`src/bbun_pkg.sv`:
```
package bbun_pkg;

  localparam int COORD_WIDTH_DEF   = 32;
  localparam int FRACTION_BITS_DEF = 16;

  // unit_scale is unsigned Q16.32
  localparam int SCALE_WIDTH = 48;
  localparam int SCALE_FRAC  = 32;
  localparam logic [SCALE_WIDTH-1:0] SCALE_MAX = '1;

  localparam int AXES        = 3;
  localparam int QUEUE_DEPTH = 2;

  typedef enum logic [3:0] {
    B_IDLE,
    B_SQ_LOAD,
    B_SQ_RUN,
    B_SQ_ADD,
    B_CHECK,
    B_DIV,
    B_ROOT_INIT,
    B_ROOT,
    B_SAT,
    B_CT_LOAD,
    B_CT_RUN,
    B_CT_FIX,
    B_OUTPUT
  } back_state_t;

endpackage

```
`src/bbun_point_if.sv`:
```
interface bbun_point_if #(
  parameter int COORD_WIDTH = bbun_pkg::COORD_WIDTH_DEF
);
  logic                          valid;
  logic                          ready;
  logic signed [COORD_WIDTH-1:0] point_x;
  logic signed [COORD_WIDTH-1:0] point_y;
  logic signed [COORD_WIDTH-1:0] point_z;
  logic                          first_point;
  logic                          last_point;

  modport source (
    output valid, point_x, point_y, point_z, first_point, last_point,
    input  ready
  );

  modport sink (
    input  valid, point_x, point_y, point_z, first_point, last_point,
    output ready
  );
endinterface

```
`src/bbun_result_if.sv`:
```
interface bbun_result_if #(
  parameter int COORD_WIDTH = bbun_pkg::COORD_WIDTH_DEF
);
  logic                                  valid;
  logic                                  ready;
  logic [bbun_pkg::SCALE_WIDTH-1:0]      unit_scale;
  logic signed [COORD_WIDTH-1:0]         center_x;
  logic signed [COORD_WIDTH-1:0]         center_y;
  logic signed [COORD_WIDTH-1:0]         center_z;
  logic                                  degenerate;
  logic                                  clipped;

  modport source (
    output valid, unit_scale, center_x, center_y, center_z, degenerate, clipped,
    input  ready
  );

  modport sink (
    input  valid, unit_scale, center_x, center_y, center_z, degenerate, clipped,
    output ready
  );
endinterface

```
`src/bbun_front.sv`:
```
module bbun_front #(
  parameter int COORD_WIDTH = bbun_pkg::COORD_WIDTH_DEF
) (
  input  logic                                        clk,
  input  logic                                        rst,
  bbun_point_if.sink                                  point,
  output logic                                        push,
  output logic [2*bbun_pkg::AXES*COORD_WIDTH-1:0]     entry,
  input  logic                                        full
);

  localparam int W = COORD_WIDTH;
  localparam logic signed [W-1:0] MOST_POS = {1'b0, {(W-1){1'b1}}};
  localparam logic signed [W-1:0] MOST_NEG = {1'b1, {(W-1){1'b0}}};

  logic signed [W-1:0] bmin [bbun_pkg::AXES];
  logic signed [W-1:0] bmax [bbun_pkg::AXES];
  logic signed [W-1:0] pnt      [bbun_pkg::AXES];
  logic signed [W-1:0] min_next [bbun_pkg::AXES];
  logic signed [W-1:0] max_next [bbun_pkg::AXES];
  logic                xfer;

  assign point.ready = !full;
  assign xfer        = point.valid && point.ready;

  assign pnt[0] = point.point_x;
  assign pnt[1] = point.point_y;
  assign pnt[2] = point.point_z;

  always_comb begin
    for (int a = 0; a < bbun_pkg::AXES; a++) begin
      if (point.first_point) begin
        min_next[a] = pnt[a];
        max_next[a] = pnt[a];
      end else begin
        min_next[a] = (pnt[a] < bmin[a]) ? pnt[a] : bmin[a];
        max_next[a] = (pnt[a] > bmax[a]) ? pnt[a] : bmax[a];
      end
    end
  end

  always_ff @(posedge clk) begin
    if (rst) begin
      for (int a = 0; a < bbun_pkg::AXES; a++) begin
        bmin[a] <= MOST_POS;
        bmax[a] <= MOST_NEG;
      end
    end else if (xfer) begin
      for (int a = 0; a < bbun_pkg::AXES; a++) begin
        bmin[a] <= min_next[a];
        bmax[a] <= max_next[a];
      end
    end
  end

  // the box including the current point goes to the back end
  assign push  = xfer && point.last_point;
  assign entry = {max_next[2], max_next[1], max_next[0],
                  min_next[2], min_next[1], min_next[0]};

endmodule

```
`src/bbun_fifo.sv`:
```
module bbun_fifo #(
  parameter int WIDTH = 6 * bbun_pkg::COORD_WIDTH_DEF,
  parameter int DEPTH = bbun_pkg::QUEUE_DEPTH
) (
  input  logic             clk,
  input  logic             rst,
  input  logic             push,
  input  logic [WIDTH-1:0] wdata,
  output logic             full,
  input  logic             pop,
  output logic [WIDTH-1:0] rdata,
  output logic             empty
);

  localparam int PTRW = (DEPTH > 1) ? $clog2(DEPTH) : 1;
  localparam int CNTW = $clog2(DEPTH + 1);

  logic [WIDTH-1:0] mem [DEPTH];
  logic [PTRW-1:0]  wr_ptr;
  logic [PTRW-1:0]  rd_ptr;
  logic [CNTW-1:0]  count;

  assign full  = (count == CNTW'(DEPTH));
  assign empty = (count == '0);
  assign rdata = mem[rd_ptr];

  always_ff @(posedge clk) begin
    if (push) mem[wr_ptr] <= wdata;
  end

  always_ff @(posedge clk) begin
    if (rst) begin
      wr_ptr <= '0;
      rd_ptr <= '0;
      count  <= '0;
    end else begin
      if (push) wr_ptr <= (wr_ptr == PTRW'(DEPTH - 1)) ? '0 : wr_ptr + 1'b1;
      if (pop)  rd_ptr <= (rd_ptr == PTRW'(DEPTH - 1)) ? '0 : rd_ptr + 1'b1;
      if (push && !pop)      count <= count + 1'b1;
      else if (pop && !push) count <= count - 1'b1;
    end
  end

endmodule

```
`src/bbun_back.sv`:
```
module bbun_back #(
  parameter int COORD_WIDTH   = bbun_pkg::COORD_WIDTH_DEF,
  parameter int FRACTION_BITS = bbun_pkg::FRACTION_BITS_DEF
) (
  input  logic                                        clk,
  input  logic                                        rst,
  input  logic                                        empty,
  output logic                                        pop,
  input  logic [2*bbun_pkg::AXES*COORD_WIDTH-1:0]     entry,
  bbun_result_if.source                               result
);

  localparam int W    = COORD_WIDTH;
  localparam int SCW  = bbun_pkg::SCALE_WIDTH;
  localparam int MA   = W + 1;                       // multiplicand width
  localparam int MB   = (SCW > W) ? SCW : W;         // serial multiplier width
  localparam int PRW  = MA + MB;
  localparam int SW   = 2 * W + 2;                   // sum of squares
  localparam int PEXP = 2 * bbun_pkg::SCALE_FRAC + 2 * FRACTION_BITS;
  localparam int QW   = PEXP + 1;                    // quotient of 2^PEXP / S
  localparam int XW   = QW + 1;                      // QW is odd: pad to even
  localparam int RW   = XW / 2;                      // root width
  localparam int EW   = (RW > SCW) ? RW : SCW;
  localparam int CSH  = bbun_pkg::SCALE_FRAC + 1;
  localparam int BW   = PRW + 1;
  localparam int QCW  = BW - CSH;
  localparam int CM1  = (MB > QW) ? MB : QW;
  localparam int CMAX = (CM1 > RW) ? CM1 : RW;
  localparam int CNTW = $clog2(CMAX);

  localparam logic [BW-1:0]  CBIAS    = {{(BW-CSH){1'b0}}, {CSH{1'b1}}};
  localparam logic [QCW-1:0] CHALF    = {{(QCW-1){1'b0}}, 1'b1} << (W - 1);
  localparam logic [W-1:0]   MOST_POS = {1'b0, {(W-1){1'b1}}};
  localparam logic [W-1:0]   MOST_NEG = {1'b1, {(W-1){1'b0}}};

  bbun_pkg::back_state_t state, state_next;

  logic [1:0]          axis;
  logic [CNTW-1:0]     cnt;
  logic signed [W-1:0] bmin [bbun_pkg::AXES];
  logic signed [W-1:0] bmax [bbun_pkg::AXES];
  logic [SW-1:0]       s;
  logic [MA-1:0]       mul_a;
  logic [PRW-1:0]      prod;
  logic [SW-1:0]       rem;
  logic [QW-1:0]       quo;
  logic [XW-1:0]       xsh;
  logic [RW+1:0]       srem;
  logic [RW-1:0]       root;
  logic [SCW-1:0]      scale;
  logic                degen;
  logic                clip;
  logic [W-1:0]        cen [bbun_pkg::AXES];

  // axis datapath
  logic [W-1:0]        diff;
  logic signed [W:0]   sum;
  logic                sum_neg;
  logic [MA-1:0]       mag;

  // shift-add multiplier step
  logic [MA:0]         addv;
  logic [MA:0]         top;
  logic [PRW-1:0]      prod_step;

  // restoring divider step
  logic [SW:0]         rem_sh;
  logic                dge;
  logic [SW-1:0]       rem_step;

  // restoring square root step
  logic [RW+2:0]       srem_sh;
  logic [RW+2:0]       trial;
  logic                sge;
  logic [RW+1:0]       srem_step;

  // saturation and center rounding
  logic [EW-1:0]       root_ext;
  logic [SCW-1:0]      scale_sat;
  logic [BW-1:0]       biased;
  logic [QCW-1:0]      qc;
  logic                cclip;
  logic [W-1:0]        cval;

  always_comb begin
    diff    = W'(bmax[axis] - bmin[axis]);
    sum     = {bmin[axis][W-1], bmin[axis]} + {bmax[axis][W-1], bmax[axis]};
    sum_neg = sum[W];
    mag     = sum_neg ? MA'(-sum) : MA'(sum);
  end

  always_comb begin
    addv      = prod[0] ? {1'b0, mul_a} : '0;
    top       = {1'b0, prod[PRW-1:MB]} + addv;
    prod_step = {top, prod[MB-1:1]};
  end

  always_comb begin
    rem_sh   = {rem, (cnt == CNTW'(PEXP))};
    dge      = (rem_sh >= {1'b0, s});
    rem_step = dge ? SW'(rem_sh - {1'b0, s}) : rem_sh[SW-1:0];
  end

  always_comb begin
    srem_sh   = {srem[RW:0], xsh[XW-1:XW-2]};
    trial     = {1'b0, root, 2'b01};
    sge       = (srem_sh >= trial);
    srem_step = sge ? (RW+2)'(srem_sh - trial) : srem_sh[RW+1:0];
  end

  always_comb begin
    root_ext  = EW'(root);
    scale_sat = (root_ext > EW'(bbun_pkg::SCALE_MAX)) ? bbun_pkg::SCALE_MAX
                                                       : root_ext[SCW-1:0];
  end

  // negative sum: floor of a positive value; else ceiling, then negate
  always_comb begin
    biased = {1'b0, prod} + (sum_neg ? '0 : CBIAS);
    qc     = biased[BW-1:CSH];
    if (sum_neg) begin
      cclip = (qc > CHALF - 1'b1);
      cval  = cclip ? MOST_POS : qc[W-1:0];
    end else begin
      cclip = (qc > CHALF);
      cval  = cclip ? MOST_NEG : W'(-qc[W-1:0]);
    end
  end

  always_comb begin
    state_next = state;
    unique case (state)
      bbun_pkg::B_IDLE:      if (!empty) state_next = bbun_pkg::B_SQ_LOAD;
      bbun_pkg::B_SQ_LOAD:   state_next = bbun_pkg::B_SQ_RUN;
      bbun_pkg::B_SQ_RUN:    if (cnt == '0) state_next = bbun_pkg::B_SQ_ADD;
      bbun_pkg::B_SQ_ADD:    state_next = (axis == 2'd2) ? bbun_pkg::B_CHECK
                                                         : bbun_pkg::B_SQ_LOAD;
      bbun_pkg::B_CHECK:     state_next = (s == '0) ? bbun_pkg::B_CT_LOAD
                                                    : bbun_pkg::B_DIV;
      bbun_pkg::B_DIV:       if (cnt == '0) state_next = bbun_pkg::B_ROOT_INIT;
      bbun_pkg::B_ROOT_INIT: state_next = bbun_pkg::B_ROOT;
      bbun_pkg::B_ROOT:      if (cnt == '0) state_next = bbun_pkg::B_SAT;
      bbun_pkg::B_SAT:       state_next = bbun_pkg::B_CT_LOAD;
      bbun_pkg::B_CT_LOAD:   state_next = bbun_pkg::B_CT_RUN;
      bbun_pkg::B_CT_RUN:    if (cnt == '0) state_next = bbun_pkg::B_CT_FIX;
      bbun_pkg::B_CT_FIX:    state_next = (axis == 2'd2) ? bbun_pkg::B_OUTPUT
                                                         : bbun_pkg::B_CT_LOAD;
      bbun_pkg::B_OUTPUT:    if (result.ready) state_next = bbun_pkg::B_IDLE;
      default:               state_next = bbun_pkg::B_IDLE;
    endcase
  end

  always_comb begin
    pop          = (state == bbun_pkg::B_IDLE) && !empty;
    result.valid = (state == bbun_pkg::B_OUTPUT);
  end

  always_ff @(posedge clk) begin
    if (rst) state <= bbun_pkg::B_IDLE;
    else     state <= state_next;
  end

  always_ff @(posedge clk) begin
    case (state)
      bbun_pkg::B_IDLE: begin
        if (!empty) begin
          for (int a = 0; a < bbun_pkg::AXES; a++) begin
            bmin[a] <= entry[a*W +: W];
            bmax[a] <= entry[(bbun_pkg::AXES + a)*W +: W];
          end
        end
        axis <= '0;
        s    <= '0;
        clip <= 1'b0;
      end
      bbun_pkg::B_SQ_LOAD: begin
        mul_a <= MA'(diff);
        prod  <= {{MA{1'b0}}, MB'(diff)};
        cnt   <= CNTW'(MB - 1);
      end
      bbun_pkg::B_SQ_RUN, bbun_pkg::B_CT_RUN: begin
        prod <= prod_step;
        cnt  <= cnt - 1'b1;
      end
      bbun_pkg::B_SQ_ADD: begin
        s    <= s + {2'b00, prod[2*W-1:0]};
        axis <= (axis == 2'd2) ? 2'd0 : axis + 1'b1;
      end
      bbun_pkg::B_CHECK: begin
        degen <= (s == '0);
        scale <= bbun_pkg::SCALE_MAX;
        rem   <= '0;
        quo   <= '0;
        cnt   <= CNTW'(PEXP);
      end
      bbun_pkg::B_DIV: begin
        rem <= rem_step;
        quo <= {quo[QW-2:0], dge};
        cnt <= cnt - 1'b1;
      end
      bbun_pkg::B_ROOT_INIT: begin
        xsh  <= {1'b0, quo};
        srem <= '0;
        root <= '0;
        cnt  <= CNTW'(RW - 1);
      end
      bbun_pkg::B_ROOT: begin
        srem <= srem_step;
        root <= {root[RW-2:0], sge};
        xsh  <= {xsh[XW-3:0], 2'b00};
        cnt  <= cnt - 1'b1;
      end
      bbun_pkg::B_SAT: begin
        scale <= scale_sat;
      end
      bbun_pkg::B_CT_LOAD: begin
        mul_a <= mag;
        prod  <= {{MA{1'b0}}, MB'(scale)};
        cnt   <= CNTW'(MB - 1);
      end
      bbun_pkg::B_CT_FIX: begin
        cen[axis] <= cval;
        clip      <= clip | cclip;
        axis      <= (axis == 2'd2) ? 2'd0 : axis + 1'b1;
      end
      default: ;
    endcase
  end

  assign result.unit_scale = scale;
  assign result.center_x   = cen[0];
  assign result.center_y   = cen[1];
  assign result.center_z   = cen[2];
  assign result.degenerate = degen;
  assign result.clipped    = clip;

endmodule

```
`src/bounding_box_unit_normalizer.sv`:
```
// Points: one transfer per cycle; ready drops only while the box queue (two entries) is full.
// The back end squares each span in a bit-serial multiplier of width MB = max(48, COORD_WIDTH),
// divides 2^PEXP by the sum of squares in a restoring divider, PEXP = 64 + 2*FRACTION_BITS,
// and takes a restoring square root of width RW = PEXP/2 + 1; the multiplier then scales the centers.
// A zero diagonal skips the divide and root. One result is in flight in the back end at a time.
// Synchronous reset empties the queue, idles the back end and sets the empty-box bounds.
module bounding_box_unit_normalizer #(
  parameter int COORD_WIDTH   = bbun_pkg::COORD_WIDTH_DEF,
  parameter int FRACTION_BITS = bbun_pkg::FRACTION_BITS_DEF
) (
  input  logic          clk,
  input  logic          rst,
  bbun_point_if.sink    point,
  bbun_result_if.source result
);

  localparam int EW = 2 * bbun_pkg::AXES * COORD_WIDTH;

  logic          push;
  logic          full;
  logic          pop;
  logic          empty;
  logic [EW-1:0] wdata;
  logic [EW-1:0] rdata;

  bbun_front #(
    .COORD_WIDTH(COORD_WIDTH)
  ) u_front (
    .clk   (clk),
    .rst   (rst),
    .point (point),
    .push  (push),
    .entry (wdata),
    .full  (full)
  );

  bbun_fifo #(
    .WIDTH(EW),
    .DEPTH(bbun_pkg::QUEUE_DEPTH)
  ) u_fifo (
    .clk   (clk),
    .rst   (rst),
    .push  (push),
    .wdata (wdata),
    .full  (full),
    .pop   (pop),
    .rdata (rdata),
    .empty (empty)
  );

  bbun_back #(
    .COORD_WIDTH  (COORD_WIDTH),
    .FRACTION_BITS(FRACTION_BITS)
  ) u_back (
    .clk    (clk),
    .rst    (rst),
    .empty  (empty),
    .pop    (pop),
    .entry  (rdata),
    .result (result)
  );

  a_no_overflow: assert property (@(posedge clk) disable iff (rst) !(push && full))
    else $error("box queue written while full");

  a_push_fills: assert property (@(posedge clk) disable iff (rst) push |=> !empty)
    else $error("box queue empty after a write");

  a_no_pop_empty: assert property (@(posedge clk) disable iff (rst) !(pop && empty))
    else $error("box queue read while empty");

  a_degen_scale: assert property (@(posedge clk) disable iff (rst)
    (result.valid && result.degenerate) |-> (result.unit_scale == bbun_pkg::SCALE_MAX))
    else $error("degenerate box without saturated scale");

endmodule

```
`src/flat_wrapper.sv`:
```
// flat-port wrapper written by rule: the top's interface ports become plain ports
module bounding_box_unit_normalizer_flat 
#(
  parameter int COORD_WIDTH   = bbun_pkg::COORD_WIDTH_DEF,
  parameter int FRACTION_BITS = bbun_pkg::FRACTION_BITS_DEF
)
  (clk, rst, point_valid, point_point_x, point_point_y, point_point_z, point_first_point, point_last_point, point_ready, result_valid, result_unit_scale, result_center_x, result_center_y, result_center_z, result_degenerate, result_clipped, result_ready);
  bbun_point_if #(.COORD_WIDTH(COORD_WIDTH)) point_i ();
  bbun_result_if #(.COORD_WIDTH(COORD_WIDTH)) result_i ();
  input  logic clk;
  input  logic rst;
  input wire logic [$bits(point_i.valid)-1:0] point_valid;
  input wire logic [$bits(point_i.point_x)-1:0] point_point_x;
  input wire logic [$bits(point_i.point_y)-1:0] point_point_y;
  input wire logic [$bits(point_i.point_z)-1:0] point_point_z;
  input wire logic [$bits(point_i.first_point)-1:0] point_first_point;
  input wire logic [$bits(point_i.last_point)-1:0] point_last_point;
  output wire logic [$bits(point_i.ready)-1:0] point_ready;
  output wire logic [$bits(result_i.valid)-1:0] result_valid;
  output wire logic [$bits(result_i.unit_scale)-1:0] result_unit_scale;
  output wire logic [$bits(result_i.center_x)-1:0] result_center_x;
  output wire logic [$bits(result_i.center_y)-1:0] result_center_y;
  output wire logic [$bits(result_i.center_z)-1:0] result_center_z;
  output wire logic [$bits(result_i.degenerate)-1:0] result_degenerate;
  output wire logic [$bits(result_i.clipped)-1:0] result_clipped;
  input wire logic [$bits(result_i.ready)-1:0] result_ready;
  assign point_i.valid = point_valid;
  assign point_i.point_x = point_point_x;
  assign point_i.point_y = point_point_y;
  assign point_i.point_z = point_point_z;
  assign point_i.first_point = point_first_point;
  assign point_i.last_point = point_last_point;
  assign point_ready = point_i.ready;
  assign result_valid = result_i.valid;
  assign result_unit_scale = result_i.unit_scale;
  assign result_center_x = result_i.center_x;
  assign result_center_y = result_i.center_y;
  assign result_center_z = result_i.center_z;
  assign result_degenerate = result_i.degenerate;
  assign result_clipped = result_i.clipped;
  assign result_i.ready = result_ready;
  bounding_box_unit_normalizer #(.COORD_WIDTH(COORD_WIDTH), .FRACTION_BITS(FRACTION_BITS)) u_core (.clk(clk), .rst(rst), .point(point_i), .result(result_i));
endmodule
```
`config.mk`:
```
export PLATFORM = sky130hd
export DESIGN_NAME = bounding_box_unit_normalizer_flat
export DESIGN_NICKNAME = d
export VERILOG_FILES = /design/src/bbun_pkg.sv /design/src/bbun_point_if.sv /design/src/bbun_result_if.sv /design/src/bbun_front.sv /design/src/bbun_fifo.sv /design/src/bbun_back.sv /design/src/bounding_box_unit_normalizer.sv /design/src/flat_wrapper.sv
export SDC_FILE = /design/constraint.sdc
export NUM_CORES = 2
export LEC_CHECK = 0
export BUFFER_PORTS_ARGS = -buffer_cell sky130_fd_sc_hd__buf_2
export CAP_MARGIN = 20
export CORE_MARGIN = 2
export CORE_UTILIZATION = 28
export CTS_CLUSTER_SIZE = 14
export DETAILED_ROUTE_END_ITERATION = 10
export GPL_TIMING_DRIVEN = 0
export PLACE_DENSITY = 0.4
export SYNTH_ARGS = -nofsm -noshare
export SYNTH_HDL_FRONTEND = slang
export SYNTH_SLANG_ARGS = --single-unit
```
`constraint.sdc`:
```
create_clock -name clk -period 9.5 [get_ports clk]
set_clock_uncertainty 0.1 [all_clocks]
set_input_delay 0.95 -clock clk [delete_from_list [all_inputs] [get_ports clk]]
set_output_delay 0.95 -clock clk [all_outputs]
set_load 0.005 [all_outputs]
```
==> metrics.md <==
| Metric | Value |
|---|---|
| Top-count cell post-synth | edfxtp_1 |
| Synth top cells by count | edfxtp_1, nand2_1, ha_1 |
| Filler cells | just under 30,000 |
| WL per Instance | 23.1 microns |
| Port buffer count | between 200 and 250 |
| DR pass1 iterations | 6 |
| Final nets | ~8,100 |
| Synth async-reset ratio | 0% |
| Simple-gate portion of the synthesized area | between 10% and 20% |
| Share of cells above drive strength 1 | 13.8% |
| DRC Markers | 0 |
| Iter 0 DRT Violations | 3,804 |
| # H-tree levels | 4 |
| CORE AREA | 288,000 sq um |
| Worst-path clk slew | 60 ps |
| Final hold slack | 377 ps |
| HPWL Detailed | 203 mm |
| Post-synth net total | between 7,000 and 8,000 |
| Site Rows | 197 |
| Antenna Nets Post-Route | 0 |
| CP Capture Type | flip-flop |
| Die height | 542 microns |
| Initial Util | 28.1% |
| Sequential cell area | around 44,000 sq um |
| Worst EP arrival | between 9000 and 10,000 ps |
| Post-synth top area cell | edfxtp_1 |
| First-pass GRT wire length | 385 mm |
| Data required time of the worst path | 9910 ps |
| Gate Count Post-Synth | 7,039 |
| Ys Warns | 0 |
| FF+latch count, synth | 1,474 |
| Slew Limit Fails | 0 |
| Clk_lat worst skew | 880 ps |
| WS Path Type | reg2reg |
| CP Max Fanout | 10 |
| Vias in the first global route | between 50,000 and 60,000 |
| Routed wire length | 265 mm |
| Mux share of post-synthesis cell area | 6.92% |
| Clock period minus worst slack | ~8900 ps |
| Worst rel slew slack | 18.0% |
| Total global routing overflow | 0 |
| Sink Count | approximately 1,500 |
| Synthesized-area fraction occupied by adder cells | around 7.4% |
| Total CTS buffers | 183 |
| Synth top area share | between 50% and 60% |
| I/O pin cnt | 250 |
| Vias | 55,800 |
| Max Cap Viol | 0 |
| Combinational family with the most area after synthesis | simple AND/OR/NAND/NOR gates |
| VDD IR-drop max | 0.234 mV |
| Area Growth Syn to Fin | 16.1% |
| RSZ-0062 raised after global routing | false |
| Fin. Hold Viols | 0 |
| CTS Buffer Depth | 4 |
| Synth Cell Area | 81,000 sq um |
| Initial antenna violation count | 53 |
| Peak Freq | 0.112 GHz |
| RePlAce Congestion | 0.881 |
| Setup TNS | 0 ps |
| Total power | 33.3 mW |
| Area of the multi-input gates | 34,200 sq um |
| HP Start | point_point_x[5] |
| Post-synthesis xor/xnor area fraction | about 3.5% |
| Die area | 293,000 sq um |
| Hold Path Class | in2reg |
| Post-DP Area | roughly 90,000 sq um |
| Post-synthesis compound-gate area fraction | 11.1% |
| P per Cell Area | 354 nW/um^2 |
| Synth top area cells | edfxtp_1, ha_1, mux2_2, nand2_1, xnor2_1 |
| Vias per cell | roughly 4.9 |
| Synthesized area per cell | 11.5 sq um |
| GRT Total Usage | 17.7% |
| Setup crit start kind | flip-flop |
| Largest net degree at the start of global routing | 98 |
| Number of synthesized flops with an enable pin | 1,463 |
| Die width | between 500 and 600 microns |
| Period utilization | 94.0% |
| Outcome | completed |
| Ys flop type | edfxtp_1 |
| Finished Cell Area | between 90,000 and 100,000 sq um |
| Cell variety after synth | approximately 110 |
| Seq/Total Area, Yosys | approximately 55% |
| CTS Root Buffer Type | clkbuf_16 |
| Endpoints failing setup | 0 |
| Leakage | roughly 35 nW |
| TritonCTS clock tree | yes |
| Least-Margin Pin Slew | 1220 ps |
## critical path: stages, from the launching register on
cell,delay [ps]
dfxtp_2,630
clkbuf_2,480
mux2i_1,600
o21ai_0,390
ha_1,540
inv_1,210
nor4_1,480
a21boi_1,550
nor3_1,230
nor2_1,210
buf_1,470
nand2_2,290
xnor2_1,380
ha_1,340
or3b_1,470
nor3_2,340
nand4_1,430
o41ai_4,480
nand2_2,190
buf_6,210
o21ai_0,540
## layout make-up
class / instances / area share (%)
inverters: 445 / 1.79
multi-input cells: 4847 / 36.4
repair buffers: 300 / 2.45
diodes: 11 / 0.0293
clock buffers: 225 / 5.10
plain buffers: 272 / 1.15
well taps: 3781 / 5.03
clock inverters: 103 / 1.11
flip-flops and latches: 1474 / 47.0
## logic make-up (layout without fill, tap and decap cells)
group / count (synthesis) / in the layout
compound gates: 1355 / 1355
simple gates: 2181 / 2181
other cells: 0 / 11
xor+xnor: 323 / 323
buf+inv: 718 / 1345
mux: 511 / 511
flops: 1474 / 1474
fa+ha+maj: 477 / 477
## cell usage in the layout (no fill, tap or decap), types with 18 or more instances in the layout
master	netlist	layout
nand2_1	761	761
and4_1	18	18
buf_2	13	263
nand2b_1	155	154
or2_2	23	23
clkbuf_16	0	185
bufinv_16	0	18
or3_1	36	36
nand4_1	92	92
nor2b_1	56	56
clkbuf_1	237	272
o21bai_1	36	36
nor3_1	103	103
o31ai_1	31	31
a31oi_1	56	56
a21o_1	209	209
and2_1	251	248
edfxtp_1	1463	1463
ha_1	472	472
a211oi_1	49	49
inv_1	442	441
nand3_1	98	98
o22ai_1	26	26
a22oi_1	36	36
xnor2_1	202	202
clkinv_2	0	32
clkinv_1	3	38
a21oi_1	335	333
o21a_1	95	95
and3_1	51	49
o21ai_0	267	266
nor2_1	425	419
xor2_1	120	120
mux2_2	390	390
nor4_1	53	53
buf_16	0	22
mux2i_1	121	121
o211ai_1	22	22
## final timing paths
kind	end	slack, ps	depth (start not counted)
worst max-delay path	u_core.u_back.cen[0][25]	570	20
worst min-delay path	u_core.u_fifo.mem[0][5]	380	2
worst max register to register	u_core.u_back.cen[0][25]	570	20
worst min register to register	u_core.u_back.bmax[2][7]	380	1
## power breakdown
group / switching, mW / internal [mW]
clock: 2.90 / 4.07
sequential: 1.13 / 9.30
combinational: 10.3 / 5.57
## through the flow
step	utilization, %	instances	setup slack, ps
2_1_floorplan	-	7039	1160
3_3_place_gp	30.2	11100	-3860
3_5_place_dp	30.6	11100	-882
4_1_cts	32.6	11400	199
5_1_grt	32.6	11400	33.6
6_report	32.6	11500	574
## repair_timing
item / 4_1_cts / 5_1_grt
setup buffers: 2 / 3
hold buffers: 0 / 0
gates resized for setup: 7 / 6
endpoints found under the setup margin: 90 / 90
cloned: 0 / 0
pin swaps: 1 / 0
## state kept, by name, indices dropped and copies added (netlist names), 96 cells and up, named ones only
name,flops
u_core.u_back.cen,96
u_core.u_back.bmax,96
u_core.u_back.quo,97
u_core.u_back.xsh,98
u_core.u_back.bmin,96
u_core.u_front.bmin,96
u_core.u_fifo.mem,384
u_core.u_front.bmax,96
## metal layers
| metal | GRT usage, % | routed length, microns |
|---|---|---|
| met2 | 29.8 | 126000 |
| met5 | 0 | 324 |
| met4 | 4.26 | 6430 |
| met1 | 23.4 | 119000 |
| met3 | 3.05 | 12800 |
No activity file was read; power rests on OpenSTA's default activity.
